$ cat src/hdl/dwtg_pkg.sv
// Package for the depth window target gate: widths, register codes and the
// structs passed between the front end, the verdict queue and the back end.
// Depends on nothing; every other file imports it.
package dwtg_pkg;

  // Field widths.
  localparam int COORD_BITS    = 12;
  localparam int COUNT_BITS    = 20;
  localparam int DEPTH_BITS    = 16;
  localparam int INV_BITS      = 24;
  localparam int INV_LO_BITS   = 12;
  localparam int INV_HI_BITS   = INV_BITS - INV_LO_BITS;
  localparam int FRAC_BITS     = 24;
  localparam int TGT_BITS      = 18;
  localparam int TZ_BITS       = 17;
  localparam int ERR_BITS      = 34;
  localparam int CFG_IDX_BITS  = 3;
  localparam int CFG_DATA_BITS = 34;

  // Arithmetic widths of the projection and distance datapath.
  localparam int PM_BITS   = COORD_BITS + DEPTH_BITS;     // |du| * d
  localparam int PL_BITS   = PM_BITS + INV_LO_BITS;       // partial product, low half
  localparam int PH_BITS   = PM_BITS + INV_HI_BITS;       // partial product, high half
  localparam int PROD_BITS = PM_BITS + INV_BITS + 1;      // full product plus rounding carry
  localparam int R_BITS    = PROD_BITS - FRAC_BITS;       // rounded magnitude in mm
  localparam int DX_BITS   = R_BITS + 2;                  // signed difference to target
  localparam int AX_BITS   = R_BITS + 1;                  // magnitude of that difference
  localparam int SQ_BITS   = 2 * AX_BITS;
  localparam int DZ_BITS   = TZ_BITS + 1;
  localparam int AZ_BITS   = TZ_BITS;
  localparam int SQZ_BITS  = 2 * AZ_BITS;
  localparam int SUM_BITS  = SQ_BITS + 2;

  // Pipeline and queue sizes.
  localparam int PIPE_STAGES = 7;
  localparam int QUEUE_DEPTH = 4;
  localparam int QPTR_BITS   = $clog2(QUEUE_DEPTH);

  localparam logic [COORD_BITS-1:0] COORD_MAX = {COORD_BITS{1'b1}};
  localparam logic [COUNT_BITS-1:0] COUNT_MAX = {COUNT_BITS{1'b1}};

  // Configuration register indexes.
  typedef enum logic [CFG_IDX_BITS-1:0] {
    REG_CENTER_X     = 3'd0,
    REG_CENTER_Y     = 3'd1,
    REG_INV_FOCAL_X  = 3'd2,
    REG_INV_FOCAL_Y  = 3'd3,
    REG_TARGET_X     = 3'd4,
    REG_TARGET_Y     = 3'd5,
    REG_TARGET_Z     = 3'd6,
    REG_MAX_ERROR_SQ = 3'd7
  } cfg_reg_t;

  typedef struct packed {
    logic [COORD_BITS-1:0] center_x;
    logic [COORD_BITS-1:0] center_y;
    logic [INV_BITS-1:0]   inv_focal_x;
    logic [INV_BITS-1:0]   inv_focal_y;
    logic [TGT_BITS-1:0]   target_x;
    logic [TGT_BITS-1:0]   target_y;
    logic [TZ_BITS-1:0]    target_z;
    logic [ERR_BITS-1:0]   max_error_sq;
  } cfg_t;

  // One input pixel item.
  typedef struct packed {
    logic [COORD_BITS-1:0] column;
    logic [COORD_BITS-1:0] row;
    logic [DEPTH_BITS-1:0] depth;
    logic                  last;
  } pix_t;

  // A classified pixel waiting for the back end.
  typedef struct packed {
    logic hit;
    pix_t pix;
  } verdict_t;

  // Queue status seen by both sides.
  typedef struct packed {
    logic full;
    logic empty;
  } qstat_t;

endpackage

$ cat src/hdl/dwtg_queue.sv
// Verdict queue: a short register FIFO between the front and back ends.
// Depends on dwtg_pkg.
module dwtg_queue import dwtg_pkg::*; (
  input  logic     clk,
  input  logic     rst,
  input  logic     push,
  input  verdict_t push_item,
  input  logic     pop,
  output verdict_t pop_item,
  output qstat_t   qstat
);

  verdict_t               mem [QUEUE_DEPTH];
  logic [QPTR_BITS-1:0]   wr_ptr;
  logic [QPTR_BITS-1:0]   rd_ptr;
  logic [QPTR_BITS:0]     count;

  assign qstat.full  = count == (QPTR_BITS+1)'(QUEUE_DEPTH);
  assign qstat.empty = count == '0;
  assign pop_item    = mem[rd_ptr];

  // Pointers and fill count.
  always_ff @(posedge clk) begin
    if (rst) begin
      wr_ptr <= '0;
      rd_ptr <= '0;
      count  <= '0;
    end else begin
      if (push) begin
        wr_ptr <= wr_ptr + 1'b1;
      end
      if (pop) begin
        rd_ptr <= rd_ptr + 1'b1;
      end
      if (push && !pop) begin
        count <= count + 1'b1;
      end else if (pop && !push) begin
        count <= count - 1'b1;
      end
    end
  end

  // Storage.
  always_ff @(posedge clk) begin
    if (push) begin
      mem[wr_ptr] <= push_item;
    end
  end

endmodule

$ cat config.mk
export PLATFORM = sky130hd
export DESIGN_NAME = dwtg_queue
export DESIGN_NICKNAME = d
export VERILOG_FILES = /design/src/hdl/dwtg_pkg.sv /design/src/hdl/dwtg_queue.sv
export SDC_FILE = /design/constraint.sdc
export NUM_CORES = 1
export LEC_CHECK = 0
export BUFFER_PORTS_ARGS = -buffer_cell sky130_fd_sc_hd__buf_2
export CAP_MARGIN = 0
export CORE_MARGIN = 4
export CORE_UTILIZATION = 51
export CTS_CLUSTER_SIZE = 12
export DETAILED_ROUTE_END_ITERATION = 10
export PLACE_DENSITY = 0.75
export SLEW_MARGIN = 25
export SYNTH_ARGS = -nofsm -noshare
export SYNTH_HDL_FRONTEND = slang
export SYNTH_SLANG_ARGS = --single-unit
export TNS_END_PERCENT = 5
$ cat constraint.sdc
create_clock -name clk -period 1.9 [get_ports clk]
set_input_delay 0.19 -clock clk [delete_from_list [all_inputs] [get_ports clk]]
set_output_delay 0.19 -clock clk [all_outputs]
set_load 0.02 [all_outputs]
==> results.yml, run 1 <==
status:
  status: "complete, but fails checks"
  failed_checks: "setup timing"
final_layout:
  final_net_count: 474
  utilization: 0.687
  multi_input_area_mm2: 0.00118
  diodes: 0
  regArea_mm2: 0.00523
  syn_to_final_growth_pct: 32.0
  layout-drive-gt1-share: 0.432
  fill_cells: 781
worst_hold_path:
  holdPathStages: 2
  hp-class: "in2reg"
  holdCritStartpoint: "rst"
floorplan:
  rows: 41
  fp.dieW_um: 121
  start_util: 0.521
  dieHeight_um: 121
  die_area_mm2: 0.0147
  ios: 90
  core_area_mm2: 0.0126
clocking:
  root_buffer: "clkbuf_16"
  clk_pin_slew_ps: 60
  cts_tree: "yes"
  cts_max_level: 4
  clk_latency_ps: 420
  cts_buffer_depth: 2
  cts_made_buffers: 17
  cts_num_sinks: 177
timing:
  setup_ws_ps: -49.1
  period_share: 1.03
  finalCriticalPeriod_ps: 1950
  setup_viol: 38
  finalHoldViolCount: 0
  grt_setup_unrepaired: "yes"
  fin_worst_skew_ps: 4.52
  drv_slew: 0
  tns_ps: -933
  max_slew_margin: 0.586
  max_freq_ghz: 0.513
  worst_slew_pin_slew_ps: 622
power_and_ir_drop:
  power_density_mw_per_mm2: 1140
  p_leak_nw: 3.02
  max-vdd-ir-drop_mv: 0.751
synthesis:
  syn_avg_cell_area_um2: 24.8
  ys_ff_latch: 177
  synth_seq_area_share: 0.799
  synth_top_area_frac: 0.771
  yosysTopAreaCell: "edfxtp_1"
  syn-cell-area_mm2: 0.00654
  synthTopCellsByArea: "edfxtp_1 77%, mux4_2 14%, dfxtp_1 2.8%"
  synth_edf_count: 168
  syn-instance-count: 264
  synthTopCellsByCount: "168 x edfxtp_1, 40 x mux4_2, 9 x dfxtp_1"
  synth_warnings: 0
  synthArstFlopShare: 0
  synth_cell_types: 22
  synth_nets: 316
  yosysMostFrequentCell: "edfxtp_1"
  yosys_most_used_dff: "edfxtp_1"
drt:
  ant_nets: 0
  drt-total-wl_mm: 11.7
  drc: 0
  drtPass1Iterations: 4
  routedWlPerCell_um: 19.2
  vias: 3133
  drt_iter0_drc: 223
  via_per_inst: 5.16
critical_path:
  cp_max_fo: 5
  r2r-end: "mem[0][24]"
  crit_required_ps: 1710
  worstSetupPathType: "reg2out"
  worst_ep_arrival_time_ps: 1760
  cp-end-kind: "output port"
  r2r_start: "wr_ptr[0]"
  start_kind: "flop"
  worst-path-buf-inv: 3
  critPathTopFamily: "multiplexers"
  crit_chain: "buf_4 > clkbuf_16 > mux4_2 > buf_2"
  r2r_setup_slack_ps: 290
  rr_worst_depth: 4
  max_stage_delay_ps: 500
  slowest_stage: "mux4_2"
global_route:
  grt_pass1_vias: 3328
  antenna_found_initial: 0
  grt_pass1_wl_mm: 17.7
  grt_max_degree: 43
  overflow: 0
  grt_usage: 0.167
placement:
  hpwl_mm: 6.18
  port_buffers: 89
  dp_slack_ps: 199
  place_congestion: 0.704
run:
  drv_cap: 0
## worst max path at each step
| stage | start | endpoint | slack, ps | cells past startpoint |
|---|---|---|---|---|
| after global placement | push | count[2] | 290 | 7 |
| after CTS | flop | pop_item[13] | -120 | 4 |
| after detailed placement | push | count[2] | 200 | 7 |
| after global routing | flop | pop_item[9] | -100 | 4 |
| after floorplan | wr_ptr[0] | mem[0][0] | -60 | 3 |
| final | flop | pop_item[9] | -50 | 4 |
## metal layers
layer / routed length (um) / GRT usage / share of wire / up-vias
li1: - / - / - / 1420
met1: 5000 / 0.218 / 0.43 / 1600
met2: 5860 / 0.262 / 0.50 / 97
met3: 648 / 0.0536 / 0.055 / 16
met4: 178 / 0.0707 / 0.015 / 0
met5: 0 / 0 / 0 / -
## metrics by stage
stage / total power, mW / cell area, um2 / hold slack [ps] / instances
floorplan: 5.26 / 6540 / 289 / 264
global placement: 5.56 / 7200 / 401 / 522
detailed placement: 5.59 / 7200 / 406 / 522
CTS: 9.81 / 8460 / 18.6 / 601
global route: 10.2 / 8630 / 55.1 / 607
finish: 9.84 / 8630 / 43.7 / 607
## sequential cells by signal, summed over array words and instances (netlist names), named ones only
register  count
rd_ptr        2
count         3
mem         168
wr_ptr        2
## final cells by class
cell class | instances | area share
Inverter | 4 | 0.00174
Timing Repair Buffer | 150 | 0.148
Sequential cell | 177 | 0.606
Multi-Input combinational cell | 72 | 0.137
Clock buffer | 17 | 0.0493
Tap cell | 172 | 0.0249
Clock inverter | 15 | 0.0333
## placed cells by master, fill, tap and decap left out
cell type      netlist  final
a21oi_1              1      1
xor2_1               3      3
buf_6                1     17
edfxtp_1           168    168
fa_1                 1      1
or3_1                1      1
inv_1                4      4
clkinvlp_4           0      5
buf_4                0      7
dfxtp_4              0      1
buf_2                4     72
nand2_1              1      1
bufinv_16            0      8
nor3b_1              1      1
dlygate4sd3_1        0     42
buf_8                0      1
buf_12               4      7
nor2_1               7      7
clkbuf_16            0     21
clkinv_2             0      2
nor3_1               1      1
mux2i_1              2      2
o21ai_0              1      1
dfxtp_2              0      1
mux4_2              40     42
ha_1                 5      5
and2_2               0      4
dfxtp_1              9      7
xnor2_1              2      2
## cells by family (layout without fill, tap and decap cells)
kind of cell / Yosys count / after routing / synth area share
buffers and inverters: 15 / 186 / 0.0205
and+or+nand+nor: 15 / 15 / 0.0113
xor gates and xnor gates: 5 / 5 / 0.00669
AOI/OAI and AO/OA: 2 / 2 / 0.00153
DFF: 177 / 177 / 0.799
adders and majority gates: 6 / 6 / 0.0126
muxes: 44 / 44 / 0.149
## report_power, final
part           switching [mW]  total, mW  internal, mW
clock                    1.38       4.10          2.72
sequential             0.0582       4.53          4.48
combinational           0.607       1.21         0.599
## repair_timing
action	CTS	global route
hold buffers	42	0
pin swaps	0	0
setup buffers	3	4
cloned	2	4
endpoints found under the setup margin	38	41
gates resized for setup	8	33
endpoints found under the hold margin	168	0
Power figures use the tool's default switching activity.
==> run 2, diff against run 1 <==
--- a/config.mk
+++ b/config.mk
@@ -12,6 +12,7 @@
 export CTS_CLUSTER_SIZE = 12
 export DETAILED_ROUTE_END_ITERATION = 10
 export PLACE_DENSITY = 0.75
+export RECOVER_POWER = 50
 export SLEW_MARGIN = 25
 export SYNTH_ARGS = -nofsm -noshare
 export SYNTH_HDL_FRONTEND = slang
==> run 2 against run 1 <==
Effect of this change: the flow still finishes with violations (setup timing); worst setup slack is essentially flat; final area decreased by 0.61%; non-clock buffer count unchanged; register-to-register slack about the same; largest cell class unchanged; combinational power about the same; die area is the same; via count increased by 1.1%; core utilization shrank 0.42 points; final cell count did not move; global-route usage stayed put.
==> results.yml, run 2 (synthesized netlist as in run 1, its figures left out) <==
status:
  status: "complete, but fails checks"
  failed_checks: "setup timing"
final_layout:
  utilization: 0.683
  mostFrequentLayoutCells: "168 x edfxtp_1, 42 x mux4_2, 42 x dlygate4sd3_1, 42 x clkbuf_1, 30 x buf_2"
  final_cells: 607
  largest_register: "mem"
  fin_area_mm2: 0.00858
  reg.largest.list: "mem: 168 flops, count: 3 flops"
  layout-drive-gt1-share: 0.336
  fill_cells: 803
  final_net_count: 474
  syn_to_final_growth_pct: 31.2
  largest_reg_flops: 168
  diodes: 0
  final_common_cell: "edfxtp_1"
timing:
  tns_ps: -953
  hold_slack_ps: 45.1
  max_slew_margin: 0.577
  drv_slew: 0
  worst_slew_pin_slew_ps: 634
  finalHoldViolCount: 0
  max_freq_ghz: 0.513
  period_share: 1.03
  setup_viol: 38
  setup_ws_ps: -49.0
  finalCriticalPeriod_ps: 1950
  grt_setup_unrepaired: "yes"
  fin_worst_skew_ps: 4.94
clocking:
  cts_tree: "yes"
  cts_buffer_depth: 2
  cts_made_buffers: 17
  cts_max_level: 4
  clk_latency_ps: 420
  cts_num_sinks: 177
  clk_pin_slew_ps: 60
  root_buffer: "clkbuf_16"
critical_path:
  r2r-end: "mem[0][6]"
  r2r_setup_slack_ps: 280
  crit_chain: "buf_4 > clkbuf_16 > mux4_2 > buf_2"
  max_stage_delay_ps: 500
  r2r_start: "wr_ptr[0]"
  cp-end-kind: "output port"
  slowest_stage: "mux4_2"
  start_kind: "flop"
  critPathTopFamily: "multiplexers"
  worst-path-buf-inv: 3
  cp_max_fo: 5
  rr_worst_depth: 4
  worstSetupPathType: "reg2out"
  worst_ep_arrival_time_ps: 1760
  crit_required_ps: 1710
  path_depth: 4
drt:
  vias: 3166
  drt_iter0_drc: 258
  via_per_inst: 5.22
  ant_nets: 0
  routedWlPerCell_um: 19.3
  drt-total-wl_mm: 11.7
  drc: 0
  drtPass1Iterations: 4
worst_hold_path:
  hp-class: "in2reg"
  holdCritStartpoint: "rst"
  holdPathStages: 2
power_and_ir_drop:
  power.switching_mw: 2.05
  p_comb_frac: 0.122
  power.internal_mw: 7.79
  p_leak_nw: 2.90
  seqPwrFrac: 0.461
  power_density_mw_per_mm2: 1150
  max-vdd-ir-drop_mv: 0.750
  p_clk_frac: 0.417
  power.share.switching: 0.209
global_route:
  use_met2: 0.262
  grt_util_met1: 0.218
  grt_busiest_layer: "met2"
  grt_usage: 0.167
  grt_max_degree: 43
  antenna_found_initial: 0
  grt_pass1_vias: 3328
  overflow: 0
  grt_use_met3: 0.0536
  grt_pass1_wl_mm: 17.7
floorplan:
  ios: 90
  fp.dieW_um: 121
  dieHeight_um: 121
  rows: 41
  start_util: 0.521
  die_area_mm2: 0.0147
  core_area_mm2: 0.0126
run:
  drv_cap: 0
placement:
  placedCellCount: 522
  placed_area_mm2: 0.00720
  port_buffers: 89
  hpwl_mm: 6.18
  place_congestion: 0.704
## run 2: final cells by class
| cell class | instances | area (um2) | share of cell area |
|---|---|---|---|
| Sequential cell | 177 | 5230 | 0.609 |
| Clock buffer | 17 | 425 | 0.0496 |
| Clock inverter | 15 | 288 | 0.0335 |
| Tap cell | 172 | 215 | 0.0251 |
| Timing Repair Buffer | 150 | 1230 | 0.143 |
| Inverter | 4 | 15.0 | 0.00175 |
| Multi-Input combinational cell | 72 | 1180 | 0.138 |
## run 2: worst max-delay path by stage
stage / endpoint / start / slack [ps]
after floorplan: mem[0][0] / wr_ptr[0] / -60
after global placement: count[2] / push / 290
after detailed placement: count[2] / push / 200
after CTS: pop_item[13] / flop / -120
after global routing: pop_item[9] / flop / -100
final: pop_item[9] / flop / -50
## run 2: through the flow
| step | power (mW) | worst slack (ps) |
|---|---|---|
| after floorplan | 5.26 | -58.9 |
| after global placement | 5.56 | 292 |
| after detailed placement | 5.59 | 199 |
| after CTS | 9.81 | -120 |
| after global routing | 10.2 | -98.4 |
| final | 9.84 | -49.0 |
## run 2: per-layer routing
metal / share of wire / vias up
met4: 0.012 / 0
li1: - / 1418
met3: 0.052 / 16
met5: 0 / -
met1: 0.44 / 1638
met2: 0.50 / 94
## run 2: timing repair
item,CTS,global route
hold endpoints to repair,168,0
cloned,2,4
hold buffers,42,0
setup endpoints to repair,38,41
resized for setup,8,33
setup buffers,3,4
## run 2: power groups by stage
stage          Clock (mW)  Sequential, mW  Combinational [mW]
2_1_floorplan           0            4.60               0.662
3_3_place_gp            0            4.61               0.954
3_5_place_dp            0            4.62               0.969
4_1_cts              4.16            4.54                1.11
5_1_grt              4.34            4.55                1.28
6_report             4.11            4.53                1.20
==> run 3, diff against run 2 <==
--- a/config.mk
+++ b/config.mk
@@ -7,11 +7,12 @@
 export LEC_CHECK = 0
 export BUFFER_PORTS_ARGS = -buffer_cell sky130_fd_sc_hd__buf_2
 export CAP_MARGIN = 0
+export CORE_ASPECT_RATIO = 0.7
 export CORE_MARGIN = 4
 export CORE_UTILIZATION = 51
 export CTS_CLUSTER_SIZE = 12
 export DETAILED_ROUTE_END_ITERATION = 10
-export PLACE_DENSITY = 0.75
+export PLACE_DENSITY = 0.82
 export RECOVER_POWER = 50
 export SLEW_MARGIN = 25
 export SYNTH_ARGS = -nofsm -noshare
==> run 3 against run 2 <==
Effect of this change: the flow still finishes with violations (setup timing); clock power down 19%; fmax up 0.15%; core utilization down 2.5 points; hold slack better by 10 ps; count of clock-buffer cells in the layout up 5; sequential share of layout area up 2.8 points; non-clock buffer count down 13; largest cell class unchanged; largest power group unchanged; highest routed layer unchanged.
==> results.yml, run 3 (synthesized netlist as in run 1, its figures left out) <==
status:
  status: "complete, but fails checks"
  failed_checks: "setup timing"
placement:
  dp_slack_ps: 214
  hpwl_mm: 6.86
  placedCellCount: 513
  port_buffers: 89
  place_congestion: 0.721
final_layout:
  layout-drive-gt1-share: 0.313
  utilization: 0.658
  diodes: 0
  final_net_count: 461
  final_common_cell: "edfxtp_1"
  reg.largest.list: "mem: 168 flops, count: 3 flops"
  mostFrequentLayoutCells: "168 x edfxtp_1, 47 x clkbuf_1, 42 x mux4_2, 39 x buf_2, 36 x dlygate4sd3_1"
  largest_register: "mem"
  syn_to_final_growth_pct: 25.3
  final_cells: 581
  largest_reg_flops: 168
  fill_cells: 844
drt:
  drt-total-wl_mm: 11.7
  drc: 0
  drt_iter0_drc: 184
  via_per_inst: 5.27
  vias: 3063
  drtPass1Iterations: 4
  routedWlPerCell_um: 20.1
  ant_nets: 0
timing:
  worst_slew_pin_slew_ps: 293
  fin_worst_skew_ps: 8.25
  grt_setup_unrepaired: "yes"
  finalHoldViolCount: 0
  tns_ps: -430
  max_freq_ghz: 0.514
  setup_viol: 27
  finalCriticalPeriod_ps: 1950
  period_share: 1.02
  drv_slew: 0
  max_slew_margin: 0.805
  setup_ws_ps: -46.2
global_route:
  grt_max_degree: 43
  grt_pass1_wl_mm: 18.4
  grt_usage: 0.169
  overflow: 0
  antenna_found_initial: 0
  grt_pass1_vias: 3292
clocking:
  cts_tree: "yes"
  cts_max_level: 4
  clk_latency_ps: 400
  cts_made_buffers: 17
  cts_buffer_depth: 2
  cts_num_sinks: 177
  clk_pin_slew_ps: 60
  root_buffer: "clkbuf_16"
floorplan:
  rows: 34
  die_area_mm2: 0.0147
  core_area_mm2: 0.0125
  ios: 90
  dieHeight_um: 103
  fp.dieW_um: 143
  start_util: 0.525
power_and_ir_drop:
  power_density_mw_per_mm2: 1090
  max-vdd-ir-drop_mv: 0.619
  p_leak_nw: 2.74
  power_mw: 8.95
critical_path:
  worstSetupPathType: "reg2out"
  worst_ep_arrival_time_ps: 1760
  cp-end-kind: "output port"
  cp_max_fo: 8
  start_kind: "flop"
  crit_required_ps: 1710
worst_hold_path:
  hp-class: "in2reg"
run:
  drv_cap: 0
## run 3: layer usage
metal,track usage,up-vias,share of wire
met4,0.0318,0,0.0019
met5,0,-,0
met2,0.269,112,0.49
met1,0.232,1561,0.43
met3,0.0631,2,0.078
li1,-,1388,-
## run 3: area by class of cell
cell class	instances	area, um2	share of cell area
tap	162	203	0.0247
clock buffer	22	444	0.0542
multi-input combinational	72	1180	0.144
sequential	177	5230	0.638
clock inverter	7	113	0.0137
timing repair buffer	137	1010	0.124
inverter	4	15.0	0.00183
## run 3: what timing repair did
action                     CTS  global route
pin swaps                    0             0
hold buffers                33             3
setup endpoints to repair   35            42
gates cloned                 0             1
buffers inserted             2             0
gates resized for setup      2            21
hold endpoints to repair   132             8
## run 3: final timing paths
check	start	end	slack [ps]	cells after the start
worst min-delay path	rst	wr_ptr[0]	60	2
worst min register to register	count[2]	count[2]	510	2
worst max register to register	count[0]	count[2]	420	4
worst max-delay path	flop	pop_item[10]	-50	3
## run 3: metrics by stage
step	hold slack [ps]	instance area (um2)
floorplan	289	6540
global placement	398	7240
detailed placement	407	7240
CTS	0.0693	8140
global route	55.4	8200
finish	55.1	8200
## run 3: worst max-delay path: stages, from the launching register on
cell	delay [ps]
dfxtp_4	450
buf_8	190
mux4_2	530
buf_2	180
## run 3: report_power, final
group / switching [mW] / internal (mW) / total, mW
registers: 0.0658 / 4.48 / 4.54
logic: 0.584 / 0.506 / 1.09
clock network: 1.28 / 2.04 / 3.32
