[config.mk]
export PLATFORM = sky130hd
export DESIGN_NAME = dwtg_back
export DESIGN_NICKNAME = d
export VERILOG_FILES = /design/src/hdl/dwtg_pkg.sv /design/src/hdl/dwtg_back.sv
export SDC_FILE = /design/constraint.sdc
export NUM_CORES = 1
export LEC_CHECK = 0
export BUFFER_PORTS_ARGS = -buffer_cell sky130_fd_sc_hd__buf_2
export CAP_MARGIN = 20
export CORE_MARGIN = 5
export CORE_UTILIZATION = 56
export DETAILED_ROUTE_END_ITERATION = 8
export PLACE_DENSITY = 0.92
export SETUP_SLACK_MARGIN = 0.2
export SYNTH_ARGS = -nofsm -noshare
export SYNTH_HDL_FRONTEND = slang
export SYNTH_SLANG_ARGS = --single-unit
[constraint.sdc]
create_clock -name clk -period 5.75 [get_ports clk]
set_input_delay 0.575 -clock clk [delete_from_list [all_inputs] [get_ports clk]]
set_output_delay 0.575 -clock clk [all_outputs]
set_load 0.1 [all_outputs]
[src/hdl/dwtg_pkg.sv]
// Package for the depth window target gate: widths, register codes and the
// structs passed between the front end, the verdict queue and the back end.
// Depends on nothing; every other file imports it.
package dwtg_pkg;

  // Field widths.
  localparam int COORD_BITS    = 12;
  localparam int COUNT_BITS    = 20;
  localparam int DEPTH_BITS    = 16;
  localparam int INV_BITS      = 24;
  localparam int INV_LO_BITS   = 12;
  localparam int INV_HI_BITS   = INV_BITS - INV_LO_BITS;
  localparam int FRAC_BITS     = 24;
  localparam int TGT_BITS      = 18;
  localparam int TZ_BITS       = 17;
  localparam int ERR_BITS      = 34;
  localparam int CFG_IDX_BITS  = 3;
  localparam int CFG_DATA_BITS = 34;

  // Arithmetic widths of the projection and distance datapath.
  localparam int PM_BITS   = COORD_BITS + DEPTH_BITS;     // |du| * d
  localparam int PL_BITS   = PM_BITS + INV_LO_BITS;       // partial product, low half
  localparam int PH_BITS   = PM_BITS + INV_HI_BITS;       // partial product, high half
  localparam int PROD_BITS = PM_BITS + INV_BITS + 1;      // full product plus rounding carry
  localparam int R_BITS    = PROD_BITS - FRAC_BITS;       // rounded magnitude in mm
  localparam int DX_BITS   = R_BITS + 2;                  // signed difference to target
  localparam int AX_BITS   = R_BITS + 1;                  // magnitude of that difference
  localparam int SQ_BITS   = 2 * AX_BITS;
  localparam int DZ_BITS   = TZ_BITS + 1;
  localparam int AZ_BITS   = TZ_BITS;
  localparam int SQZ_BITS  = 2 * AZ_BITS;
  localparam int SUM_BITS  = SQ_BITS + 2;

  // Pipeline and queue sizes.
  localparam int PIPE_STAGES = 7;
  localparam int QUEUE_DEPTH = 4;
  localparam int QPTR_BITS   = $clog2(QUEUE_DEPTH);

  localparam logic [COORD_BITS-1:0] COORD_MAX = {COORD_BITS{1'b1}};
  localparam logic [COUNT_BITS-1:0] COUNT_MAX = {COUNT_BITS{1'b1}};

  // Configuration register indexes.
  typedef enum logic [CFG_IDX_BITS-1:0] {
    REG_CENTER_X     = 3'd0,
    REG_CENTER_Y     = 3'd1,
    REG_INV_FOCAL_X  = 3'd2,
    REG_INV_FOCAL_Y  = 3'd3,
    REG_TARGET_X     = 3'd4,
    REG_TARGET_Y     = 3'd5,
    REG_TARGET_Z     = 3'd6,
    REG_MAX_ERROR_SQ = 3'd7
  } cfg_reg_t;

  typedef struct packed {
    logic [COORD_BITS-1:0] center_x;
    logic [COORD_BITS-1:0] center_y;
    logic [INV_BITS-1:0]   inv_focal_x;
    logic [INV_BITS-1:0]   inv_focal_y;
    logic [TGT_BITS-1:0]   target_x;
    logic [TGT_BITS-1:0]   target_y;
    logic [TZ_BITS-1:0]    target_z;
    logic [ERR_BITS-1:0]   max_error_sq;
  } cfg_t;

  // One input pixel item.
  typedef struct packed {
    logic [COORD_BITS-1:0] column;
    logic [COORD_BITS-1:0] row;
    logic [DEPTH_BITS-1:0] depth;
    logic                  last;
  } pix_t;

  // A classified pixel waiting for the back end.
  typedef struct packed {
    logic hit;
    pix_t pix;
  } verdict_t;

  // Queue status seen by both sides.
  typedef struct packed {
    logic full;
    logic empty;
  } qstat_t;

endpackage

[src/hdl/dwtg_back.sv]
// Back end: keeps the hit count and bounding box of the window and holds
// the output register. Depends on dwtg_pkg.
module dwtg_back import dwtg_pkg::*; (
  input  logic                  clk,
  input  logic                  rst,
  input  qstat_t                qstat,
  input  verdict_t              pop_item,
  output logic                  pop,
  output logic                  out_valid,
  input  logic                  out_stall,
  output logic                  is_hit,
  output logic [DEPTH_BITS-1:0] depth_out,
  output logic                  final_flag,
  output logic [COUNT_BITS-1:0] hit_total,
  output logic [COORD_BITS-1:0] box_left,
  output logic [COORD_BITS-1:0] box_top,
  output logic [COORD_BITS-1:0] box_right,
  output logic [COORD_BITS-1:0] box_bottom
);

  logic [COUNT_BITS-1:0] hit_counter;
  logic [COORD_BITS-1:0] min_column;
  logic [COORD_BITS-1:0] min_row;
  logic [COORD_BITS-1:0] max_column;
  logic [COORD_BITS-1:0] max_row;

  logic [COUNT_BITS-1:0] hit_counter_next;
  logic [COORD_BITS-1:0] min_column_next;
  logic [COORD_BITS-1:0] min_row_next;
  logic [COORD_BITS-1:0] max_column_next;
  logic [COORD_BITS-1:0] max_row_next;

  // Take an item whenever the output register is free or being emptied.
  assign pop = !qstat.empty && (!out_valid || !out_stall);

  // Window statistics including the item at the head of the queue.
  always_comb begin
    hit_counter_next = hit_counter;
    min_column_next  = min_column;
    min_row_next     = min_row;
    max_column_next  = max_column;
    max_row_next     = max_row;
    if (pop_item.hit) begin
      if (hit_counter != COUNT_MAX) begin
        hit_counter_next = hit_counter + 1'b1;
      end
      if (pop_item.pix.column < min_column) begin
        min_column_next = pop_item.pix.column;
      end
      if (pop_item.pix.row < min_row) begin
        min_row_next = pop_item.pix.row;
      end
      if (pop_item.pix.column > max_column) begin
        max_column_next = pop_item.pix.column;
      end
      if (pop_item.pix.row > max_row) begin
        max_row_next = pop_item.pix.row;
      end
    end
  end

  // Statistics and output valid; the window's last pixel clears the statistics.
  always_ff @(posedge clk) begin
    if (rst) begin
      out_valid   <= 1'b0;
      hit_counter <= '0;
      min_column  <= COORD_MAX;
      min_row     <= COORD_MAX;
      max_column  <= '0;
      max_row     <= '0;
    end else if (pop) begin
      out_valid <= 1'b1;
      if (pop_item.pix.last) begin
        hit_counter <= '0;
        min_column  <= COORD_MAX;
        min_row     <= COORD_MAX;
        max_column  <= '0;
        max_row     <= '0;
      end else begin
        hit_counter <= hit_counter_next;
        min_column  <= min_column_next;
        min_row     <= min_row_next;
        max_column  <= max_column_next;
        max_row     <= max_row_next;
      end
    end else if (!out_stall) begin
      out_valid <= 1'b0;
    end
  end

  // Output payload.
  always_ff @(posedge clk) begin
    if (pop) begin
      is_hit     <= pop_item.hit;
      depth_out  <= pop_item.hit ? '0 : pop_item.pix.depth;
      final_flag <= pop_item.pix.last;
      hit_total  <= hit_counter_next;
      box_left   <= min_column_next;
      box_top    <= min_row_next;
      box_right  <= max_column_next;
      box_bottom <= max_row_next;
    end
  end

endmodule

==> impl_metrics.toml, run 1 <==
[run_status]
run_status = "finished clean"

[setup_path]
path_cells = "inv_1, ha_1, nor2b_1, o211ai_1, a211o_1, a311oi_4, o22ai_1, a22o_1"
rr_worst_depth = 8
endpoint_kind = "register"
worst-path-max-fanout = 25
timing.critical_path.slowest_cell_delay_ns = 0.85
timing.reg2reg.setup_slack_ns = 2.50
worst_ep_arrival_time_ns = 3.55
timing_worst_setup_path_type = "register to register"
crit-reg2reg-launch = "max_row[1]"
capture_instance_of_the_worst_register_to_register_path = "max_row[10]"
worstSetupStartpointType = "register"
worst_path_max_delay_cell = "a311oi_4"
worst_ep_required_time_ns = 6.05

[sta]
setup-tns-final_ns = 0
fin_skew_ns = 0.0100
timing.final.setup_violations = 0
final-max-slew-violation-count = 0
final_hold_viol_count = 0
max_slew_margin_pct = 27.1
post-route-min-period_ns = 3.25
rsz0062_at_grt = "false"
maxClockFrequency_mhz = 308
final.period_utilization_pct = 56.5
tightest_slew_ns = 1.09

[routing]
wl_um = 16100
dr.first_iter.drc_count = 455
post_drt_wl_per_cell_um = 16.7
drc = 0
drtPass1Iterations = 5
postRouteAntennaNets = 0
dr_vias = 5505
viasPerCell = 5.72

[hold_path]
hold_class = "input port to register"
hold_path.startpoint = "qstat[0]"
timing.hold.worst_path_depth = 2
destination_of_the_worst_hold_path = "out_valid"

[layout]
layout.cells.most_common_list = "buf_2 (133), edfxtp_1 (86), dfxtp_1 (69)"
area_growth_syn_to_layout_pct = 19.3
fill_cells = 923
nets = 870
drive_above_1_share_pct = 26.0
layout_commonest_cell = "buf_2"
stdcell_area_sq_um = 8660

[synthesis]
ys.flop_type = "edfxtp_1"
synth_enable_flop_cells = 86
yosysWarnings = 0
ys_types = 52
cell_area_synth_sq_um = 7260
synthesis.instances = 650
synth_seq_area_share_pct = 54.6
avgSynthCellArea_sq_um = 11.2
number_of_synthesized_register_bits = 155
syn-num-nets = 744
async_reset_ff_share_pct = 0

[die]
fp.dieArea_sq_um = 15300
placement_rows = 41
die_outline_height_um = 124
initial_utilization_pct = 57.3
placeableCoreArea_sq_um = 12700
die_width_um = 124
io_pins = 135

[grt]
grt_pass1_wl_um = 25600
number_of_global_route_vias_before_repair = 5345
global_route.usage.total_pct = 21.6
antenna_found_initial = 0
largest_net_degree_at_the_start_of_global_routing = 59
grt_overflow_total = 0

[pwr]
power.density_cell_area_nw_per_um2 = 337
leakage_nw = 3.61
irDropWorstVdd_mv = 0.199

[cts]
cts-root-buf = "clkbuf_16"
cts_post_setup_buffers_inserted = 0
cts_repair_resize_count = 0
clock_insertion_delay_worst_skew_ns = 0.42
cts_tree = "built"
clkTransAtPathRegs_ns = 0.06
numClockSinks = 155
ctsLongestPathBuffers = 2
cts_hold_buffers = 0
tritoncts.num_buffers = 17
htree_num_levels = 4

[placed_design]
gp_congestion = 0.883
numPortBuffers = 133
placedInstanceArea_sq_um = 8040
hpwlAfterDp_um = 10900

[job]
cap_violations = 0
[cell usage after synthesis, types with 2 or more instances]
cell / n / share of area [%]
buf_4: 2 / 0.21
or2_2: 4 / 0.34
a22o_1: 24 / 2.9
o21ai_1: 2 / 0.14
dfxtp_1: 69 / 19
xor2_1: 7 / 0.84
a21o_1: 2 / 0.21
xnor2_1: 10 / 1.2
clkbuf_1: 16 / 0.83
o21ai_0: 46 / 3.2
a31oi_1: 9 / 0.78
nor2_1: 21 / 1.1
a21oi_1: 35 / 2.4
buf_2: 12 / 0.83
nand3_1: 13 / 0.90
a22oi_1: 2 / 0.21
and3_1: 8 / 0.69
a41oi_1: 2 / 0.24
o21a_1: 2 / 0.21
ha_1: 47 / 8.1
edfxtp_1: 86 / 36
nor2b_1: 22 / 1.9
a2111oi_0: 2 / 0.24
or3_1: 6 / 0.52
nand2_1: 48 / 2.5
o211ai_1: 2 / 0.21
o31ai_1: 3 / 0.31
nand4_1: 12 / 1.0
mux2_2: 26 / 4.0
nor4_1: 2 / 0.17
nor3_1: 8 / 0.55
o22a_1: 24 / 2.9
o22ai_1: 3 / 0.26
inv_1: 50 / 2.6
nand2b_1: 4 / 0.34
a211oi_1: 3 / 0.31
[area by class of cell]
| class | instances | area, sq um | area share [%] |
|---|---|---|---|
| timing repair buffer | 138 | 703 | 8.12 |
| inverter | 50 | 190 | 2.20 |
| sequential | 155 | 3960 | 45.8 |
| tap | 172 | 215 | 2.48 |
| multi-input combinational | 414 | 2970 | 34.3 |
| antenna | 1 | 2.50 | 0.0289 |
| clock buffer | 20 | 447 | 5.16 |
| clock inverter | 12 | 170 | 1.96 |
[metal layers]
metal / GRT usage, % / wire [um] / part of all wire (%)
met1: 26.5 / 6660 / 41
met2: 36.2 / 7770 / 48
met3: 5.50 / 1240 / 7.7
met4: 9.13 / 417 / 2.6
met5: 0 / 0 / 0
[power by group]
group | switching [W] | internal [W]
Clock | 0.000424 | 0.000735
Sequential | 0.0000163 | 0.00123
Combinational | 0.000418 | 0.0000955
[state kept, by name, summed over array words and instances, names as in the netlist]
register     count
out_valid        1
min_row         12
box_top         12
hit_counter     20
hit_total       20
depth_out       16
box_left        12
final_flag       1
max_column      12
min_column      12
box_bottom      12
max_row         12
box_right       12
is_hit           1
[worst max path at each step]
stage,slack [ns],startpoint,to
floorplan,0.21,out_valid,hit_counter[0]
global placement,2.31,qstat[0],max_column[9]
detailed placement,2.24,pop_item[18],max_row[9]
CTS,2.54,max_row[1],max_row[10]
global route,2.33,max_column[11],max_column[2]
finish,2.50,max_row[1],max_row[10]
[logic make-up (layout without fill, tap and decap cells)]
kind of cell / count (synthesis) / in the layout / synth area share (%)
compound gates: 169 / 169 / 15.8
fa+ha+maj: 47 / 47 / 8.10
simple gates: 155 / 155 / 10.9
buf+inv: 81 / 220 / 4.51
xor+xnor: 17 / 17 / 2.05
other cells: 0 / 1 / 0
mux: 26 / 26 / 4.03
flops: 155 / 155 / 54.6
[critical path: cells and delay by family (launching register included)]
family	cells	cell delay [ns]
flip-flops	1	0.34
buffers and inverters	1	0.06
AO/OA/AOI/OAI	5	2.28
AND/OR/NAND/NOR	1	0.16
adder cells (fa/ha/maj)	1	0.29
[through the flow]
stage / setup slack (ns) / std cells / power (W) / utilization [%] / hold WS [ns]
floorplan: 0.211 / 650 / 0.00168 / - / 0.449
global placement: 2.31 / 929 / 0.00177 / 63.5 / 0.462
detailed placement: 2.24 / 929 / 0.00178 / 63.5 / 0.465
CTS: 2.54 / 961 / 0.00293 / 68.3 / 0.317
global route: 2.33 / 961 / 0.00302 / 68.3 / 0.323
finish: 2.50 / 962 / 0.00291 / 68.4 / 0.335
Power figures use the tool's default switching activity.
==> inputs of run 2 (changes only) <==
Settings changed: CORE_UTILIZATION 56 to 50, PLACE_DENSITY 0.92 to 0.88.
Clock period 5.75 ns to 2.8 ns, I/O delays scaled along.
==> run 2 against run 1 <==
Flip-flop and latch count did not move. Fmax rose by 32%. Combinational power up 110%. Global-route usage decreased by 1.7 points. Sequential power grew 110%. Worst hold slack worse by 0.31 ns. Largest power group unchanged.
==> impl_metrics.toml, run 2 (synthesis results as in run 1) <==
[routing]
highest_layer = "met4"
dr_vias = 5597
wl_met3_um = 1390
drc = 0
postRouteAntennaNets = 0
dr.first_iter.drc_count = 504
post_drt_wl_per_cell_um = 16.8
viasPerCell = 5.71
drtPass1Iterations = 5
wl_met2_um = 7870
routedLengthMet1_um = 6830
wl_um = 16500

[pwr]
leakage_nw = 3.66
irDropWorstVdd_mv = 0.374
power.density_cell_area_nw_per_um2 = 683

[die]
die_outline_height_um = 131
io_pins = 135
placeableCoreArea_sq_um = 14400
fp.dieArea_sq_um = 17000
die_width_um = 131
placement_rows = 44
initial_utilization_pct = 50.5

[layout]
finalCoreUtilization_pct = 60.9
layout_top_registers = "hit_counter x20, hit_total x20, depth_out x16"
multi_input_area_sq_um = 2980
antennaDiodeCount = 0
layout.cells.most_common_list = "buf_2 (133), edfxtp_1 (86), dfxtp_1 (69)"
nets = 879
seqCellArea_sq_um = 3960
layout_commonest_cell = "buf_2"
drive_above_1_share_pct = 27.2
fill_cells = 1141
area_growth_syn_to_layout_pct = 20.4

[setup_path]
worst_path_max_delay_cell = "or2_2"
endpoint_kind = "register"
rr_worst_depth = 9
cp.buffers_inverters = 2
worst_path_dominant_cell_family = "compound AO/OA/AOI/OAI gates"
worst_ep_arrival_time_ns = 2.77
worst_ep_required_time_ns = 3.11
path_cells = "inv_1, ha_1, a211oi_1, o21ai_0, a21oi_1, o21ai_1, buf_4, or2_2, o22a_1"
worst-path-max-fanout = 12
timing.critical_path.slowest_cell_delay_ns = 0.43
capture_instance_of_the_worst_register_to_register_path = "min_column[9]"
timing_worst_setup_path_type = "register to register"
timing.reg2reg.setup_slack_ns = 0.34
crit_start = "min_column[2]"
worstSetupStartpointType = "register"
timing.critical_path.depth = 9
crit-reg2reg-launch = "min_column[2]"
setup.worst_path.end = "min_column[9]"

[cts]
cts_post_setup_buffers_inserted = 0
cts-root-buf = "clkbuf_16"
clock_insertion_delay_worst_skew_ns = 0.42
tritoncts.num_buffers = 17
htree_num_levels = 4
cts_tree = "built"
clkTransAtPathRegs_ns = 0.06
numClockSinks = 155
ctsLongestPathBuffers = 2

[placed_design]
hpwlAfterDp_um = 11700
post-place-ws_ns = 0.200
gp_congestion = 0.874
numPortBuffers = 133

[sta]
rsz0062_at_grt = "false"
setup-tns-final_ns = 0
timing.final.setup_violations = 0
max_slew_margin_pct = 54.1
final-max-slew-violation-count = 0
fin_skew_ns = 0.00814
final_hold_viol_count = 0
final.period_utilization_pct = 88.0
tightest_slew_ns = 0.680
setup_ws_ns = 0.336
maxClockFrequency_mhz = 406
post-route-min-period_ns = 2.46

[grt]
antenna_found_initial = 0
grt_overflow_total = 0
grt_pass1_wl_um = 26300
global_route.usage.total_pct = 19.9
number_of_global_route_vias_before_repair = 5403
largest_net_degree_at_the_start_of_global_routing = 37

[run_status]
run_status = "finished clean"

[job]
cap_violations = 0

[hold_path]
hold_class = "input port to register"
==> run 2: repair_timing <==
| action | 4_1_cts | 5_1_grt |
|---|---|---|
| resized for setup | 0 | 3 |
| hold buffers | 0 | 0 |
| endpoints found under the setup margin | 0 | 24 |
==> run 2: how the worst min path moves through the flow <==
stage / startpoint / endpoint / slack (ns) / cells past startpoint
after floorplan: qstat[0] / out_valid / 0.37 / 1
after global placement: max_row[5] / max_row[5] / 0.46 / 1
after detailed placement: max_column[1] / max_column[1] / 0.46 / 1
after CTS: qstat[0] / out_valid / 0.01 / 2
after global routing: qstat[0] / out_valid / 0.03 / 2
final: qstat[0] / out_valid / 0.03 / 2
==> run 2: metrics by stage <==
| stage | instances | area (sq um) | total power, W | hold slack (ns) |
|---|---|---|---|---|
| final | 981 | 8740 | 0.00597 | 0.0291 |
| after CTS | 981 | 8730 | 0.00600 | 0.0147 |
| after detailed placement | 950 | 8130 | 0.00367 | 0.465 |
| after floorplan | 650 | 7270 | 0.00344 | 0.372 |
| after global placement | 950 | 8130 | 0.00364 | 0.461 |
| after global routing | 981 | 8740 | 0.00618 | 0.0279 |
==> run 2: where the power goes <==
part	leakage (nW)	internal [W]	total [W]	switching [W]
clock	0.300	0.00149	0.00235	0.000865
sequential	1.39	0.00252	0.00255	0.0000332
combinational	1.97	0.000207	0.00107	0.000865
==> run 2: area by class of cell <==
| class | count | area share (%) |
|---|---|---|
| tap | 184 | 2.63 |
| multi-input combinational | 414 | 34.1 |
| clock inverter | 8 | 1.34 |
| inverter | 50 | 2.17 |
| timing repair buffer | 147 | 8.81 |
| sequential | 155 | 45.3 |
| clock buffer | 23 | 5.58 |
==> run 2: layer usage <==
layer | vias up | GRT usage (%)
met4 | 0 | 8.29
met2 | 231 | 32.4
li1 | 2669 | -
met1 | 2663 | 25.1
met5 | - | 0
met3 | 34 | 5.33
==> inputs of run 3 (changes only) <==
Settings changed: ABC_AREA set to 1, CORE_UTILIZATION 50 to 61, PLACE_DENSITY 0.88 to 0.95.
Clock period 2.8 ns to 2.89 ns, I/O delays scaled along.
==> run 3 against run 2 <==
Highest routed layer unchanged. Clock skew increased by 0.00086 ns. Sequential share of layout area decreased by 3.7 points. Flip-flop and latch count unchanged. Area after synthesis increased by 11%. Utilization increased by 12 points. Critical endpoint is now box_right[9]. Clock-buffer cell count decreased by 5. Synthesized cell count increased by 48%. Power increased by 8.6%. Combinational power increased by 38%. Fmax increased by 3.5%. Via count increased by 23%.
==> impl_metrics.toml, run 3 <==
[setup_path]
timing_worst_setup_path_type = "register to register"
worst-path-max-fanout = 13
timing.critical_path.slowest_cell_delay_ns = 0.43
timing.reg2reg.setup_slack_ns = 0.51
cpMostUsedCell = "nand2_1"
worst_path_max_delay_cell = "nand2_1"
path_cells = "inv_1, ha_1, nand2_1, nor2_1, nand2_1, o21ai_0, inv_1, nand2_1, nand2_1, and2_1"
worstSetupStartpointType = "register"
capture_instance_of_the_worst_register_to_register_path = "box_right[9]"
crit-reg2reg-launch = "max_column[11]"
rr_worst_depth = 10
worst_ep_required_time_ns = 3.08
endpoint_kind = "register"
crit_start = "max_column[11]"
worst_ep_arrival_time_ns = 2.57
setup.worst_path.end = "box_right[9]"

[die]
die_outline_height_um = 125
die_width_um = 125
initial_utilization_pct = 61.6
placement_rows = 42
fp.dieArea_sq_um = 15600
io_pins = 135
placeableCoreArea_sq_um = 13100

[sta]
maxClockFrequency_mhz = 420
rsz0062_at_grt = "false"
setup-tns-final_ns = 0
final.period_utilization_pct = 82.4
fin_skew_ns = 0.00900
final_hold_viol_count = 0
post-route-min-period_ns = 2.38
max_slew_margin_pct = 48.4
final-max-slew-violation-count = 0
tightest_slew_ns = 0.774
timing.final.setup_violations = 0

[synthesis]
synthesis.instances = 961
avgSynthCellArea_sq_um = 8.39
yosysWarnings = 0
synth_seq_area_share_pct = 49.2
synth_enable_flop_cells = 86
synth_top_cell_area_share_pct = 32.0
ys_types = 35
synth_top_cells_by_count = "nand2_1 (230), inv_1 (119), nand3_1 (107), edfxtp_1 (86), a21oi_1 (85)"
async_reset_ff_share_pct = 0
synth_area_leaders = "edfxtp_1 (32%), dfxtp_1 (17%), nand2_1 (11%), ha_1 (7.3%), nand3_1 (6.6%)"
ys.flop_type = "edfxtp_1"
number_of_synthesized_register_bits = 155
syn-num-nets = 1055
post-synth-top-area-cell = "edfxtp_1"
cell_area_synth_sq_um = 8060
yosysMostFrequentCell = "nand2_1"

[routing]
drtPass1Iterations = 5
postRouteAntennaNets = 0
drc = 0
dr_vias = 6890
dr.first_iter.drc_count = 557
wl_um = 19100
post_drt_wl_per_cell_um = 15.0
viasPerCell = 5.42

[pwr]
power.density_cell_area_nw_per_um2 = 681
leakage_nw = 4.39
irDropWorstVdd_mv = 0.397
totalPowerFinal_w = 0.00648

[cts]
ctsLongestPathBuffers = 2
cts-root-buf = "clkbuf_16"
cts_tree = "built"
htree_num_levels = 4
tritoncts.num_buffers = 17
cts_post_setup_buffers_inserted = 0
clock_insertion_delay_worst_skew_ns = 0.43
cts_hold_buffers = 0
clkTransAtPathRegs_ns = 0.06
numClockSinks = 155
cts_repair_resize_count = 0

[layout]
seqCellArea_sq_um = 3960
layout_commonest_cell = "nand2_1"
layout.cells.most_common_list = "nand2_1 (230), buf_2 (133), inv_1 (119)"
nets = 1176
area_growth_syn_to_layout_pct = 18.1
layout_top_registers = "hit_counter x20, hit_total x20, depth_out x16"
multi_input_area_sq_um = 3450
layoutNonFillerInstCount = 1272
fill_cells = 880
drive_above_1_share_pct = 19.5

[job]
cap_violations = 0

[grt]
grt_overflow_total = 0
grt.busiest_layer = "met2"
grt_pass1_wl_um = 31500
global_routing_met3_resource_utilization_pct = 6.31
global_route.usage.total_pct = 24.7
antenna_found_initial = 1
globalRouteMet1Util_pct = 30.0
number_of_global_route_vias_before_repair = 6674
largest_net_degree_at_the_start_of_global_routing = 69
use_met2_pct = 41.4

[hold_path]
hold_class = "input port to register"

[placed_design]
numPlacedInstances = 1239
hpwlAfterDp_um = 12800
numPortBuffers = 133
gp_congestion = 0.910

[run_status]
run_status = "finished clean"
[run 3: power breakdown]
part	internal (W)	switching [W]	leakage, nW
clock	0.00154	0.000895	0.313
combinational	0.000285	0.00120	2.67
sequential	0.00251	0.0000656	1.41
[run 3: worst min-delay path by stage]
stage / from / slack (ns) / endpoint / cells after the start
2_1_floorplan: qstat[0] / 0.38 / out_valid / 1
3_3_place_gp: max_column[4] / 0.45 / max_column[4] / 2
3_5_place_dp: max_column[4] / 0.46 / max_column[4] / 2
4_1_cts: qstat[0] / 0.07 / out_valid / 2
5_1_grt: qstat[0] / 0.07 / out_valid / 2
6_report: qstat[0] / 0.08 / out_valid / 2
[run 3: layout make-up]
type                            instances  share of cell area [%]
Antenna cell                            1                  0.0263
Clock buffer                           18                    4.51
Clock inverter                         14                    2.29
Inverter                              127                    5.01
Multi-Input combinational cell        638                    36.3
Sequential cell                       155                    41.6
Tap cell                              176                    2.31
Timing Repair Buffer                  143                    7.91
[run 3: critical path: cells and delay by family (launching register included)]
kind | cells | cell delay, ns
AND/OR/NAND/NOR | 6 | 1.07
adder cells (fa/ha/maj) | 1 | 0.29
AO/OA/AOI/OAI | 1 | 0.14
buffers and inverters | 2 | 0.29
flip-flops | 1 | 0.33
[run 3: cells by family (layout without fill, tap and decap cells)]
group                    Yosys count  in the layout  synth area share, %
flip-flops                       155            155                 49.2
AO/OA/AOI/OAI                    138            138                 9.13
XOR/XNOR                          14             14                 1.52
AND/OR/NAND/NOR                  439            439                 24.8
adder cells (fa/ha/maj)           47             47                 7.30
other                              0              1                    0
buffers and inverters            168            302                 8.10
[run 3: routing by layer]
layer,share of wire (%),routed length (um)
met5,0,0
met1,41,7760
met3,7.9,1520
met4,2.8,535
met2,49,9330
[run 3: per-stage QoR]
step	area, sq um	hold WS [ns]	utilization, %	worst slack [ns]
final	9520	0.0845	72.7	0.509
after global routing	9520	0.0750	72.7	0.318
after CTS	9520	0.0674	72.7	0.536
after detailed placement	8870	0.455	67.8	0.522
after global placement	8870	0.452	67.8	0.607
after floorplan	8060	0.385	-	0.463
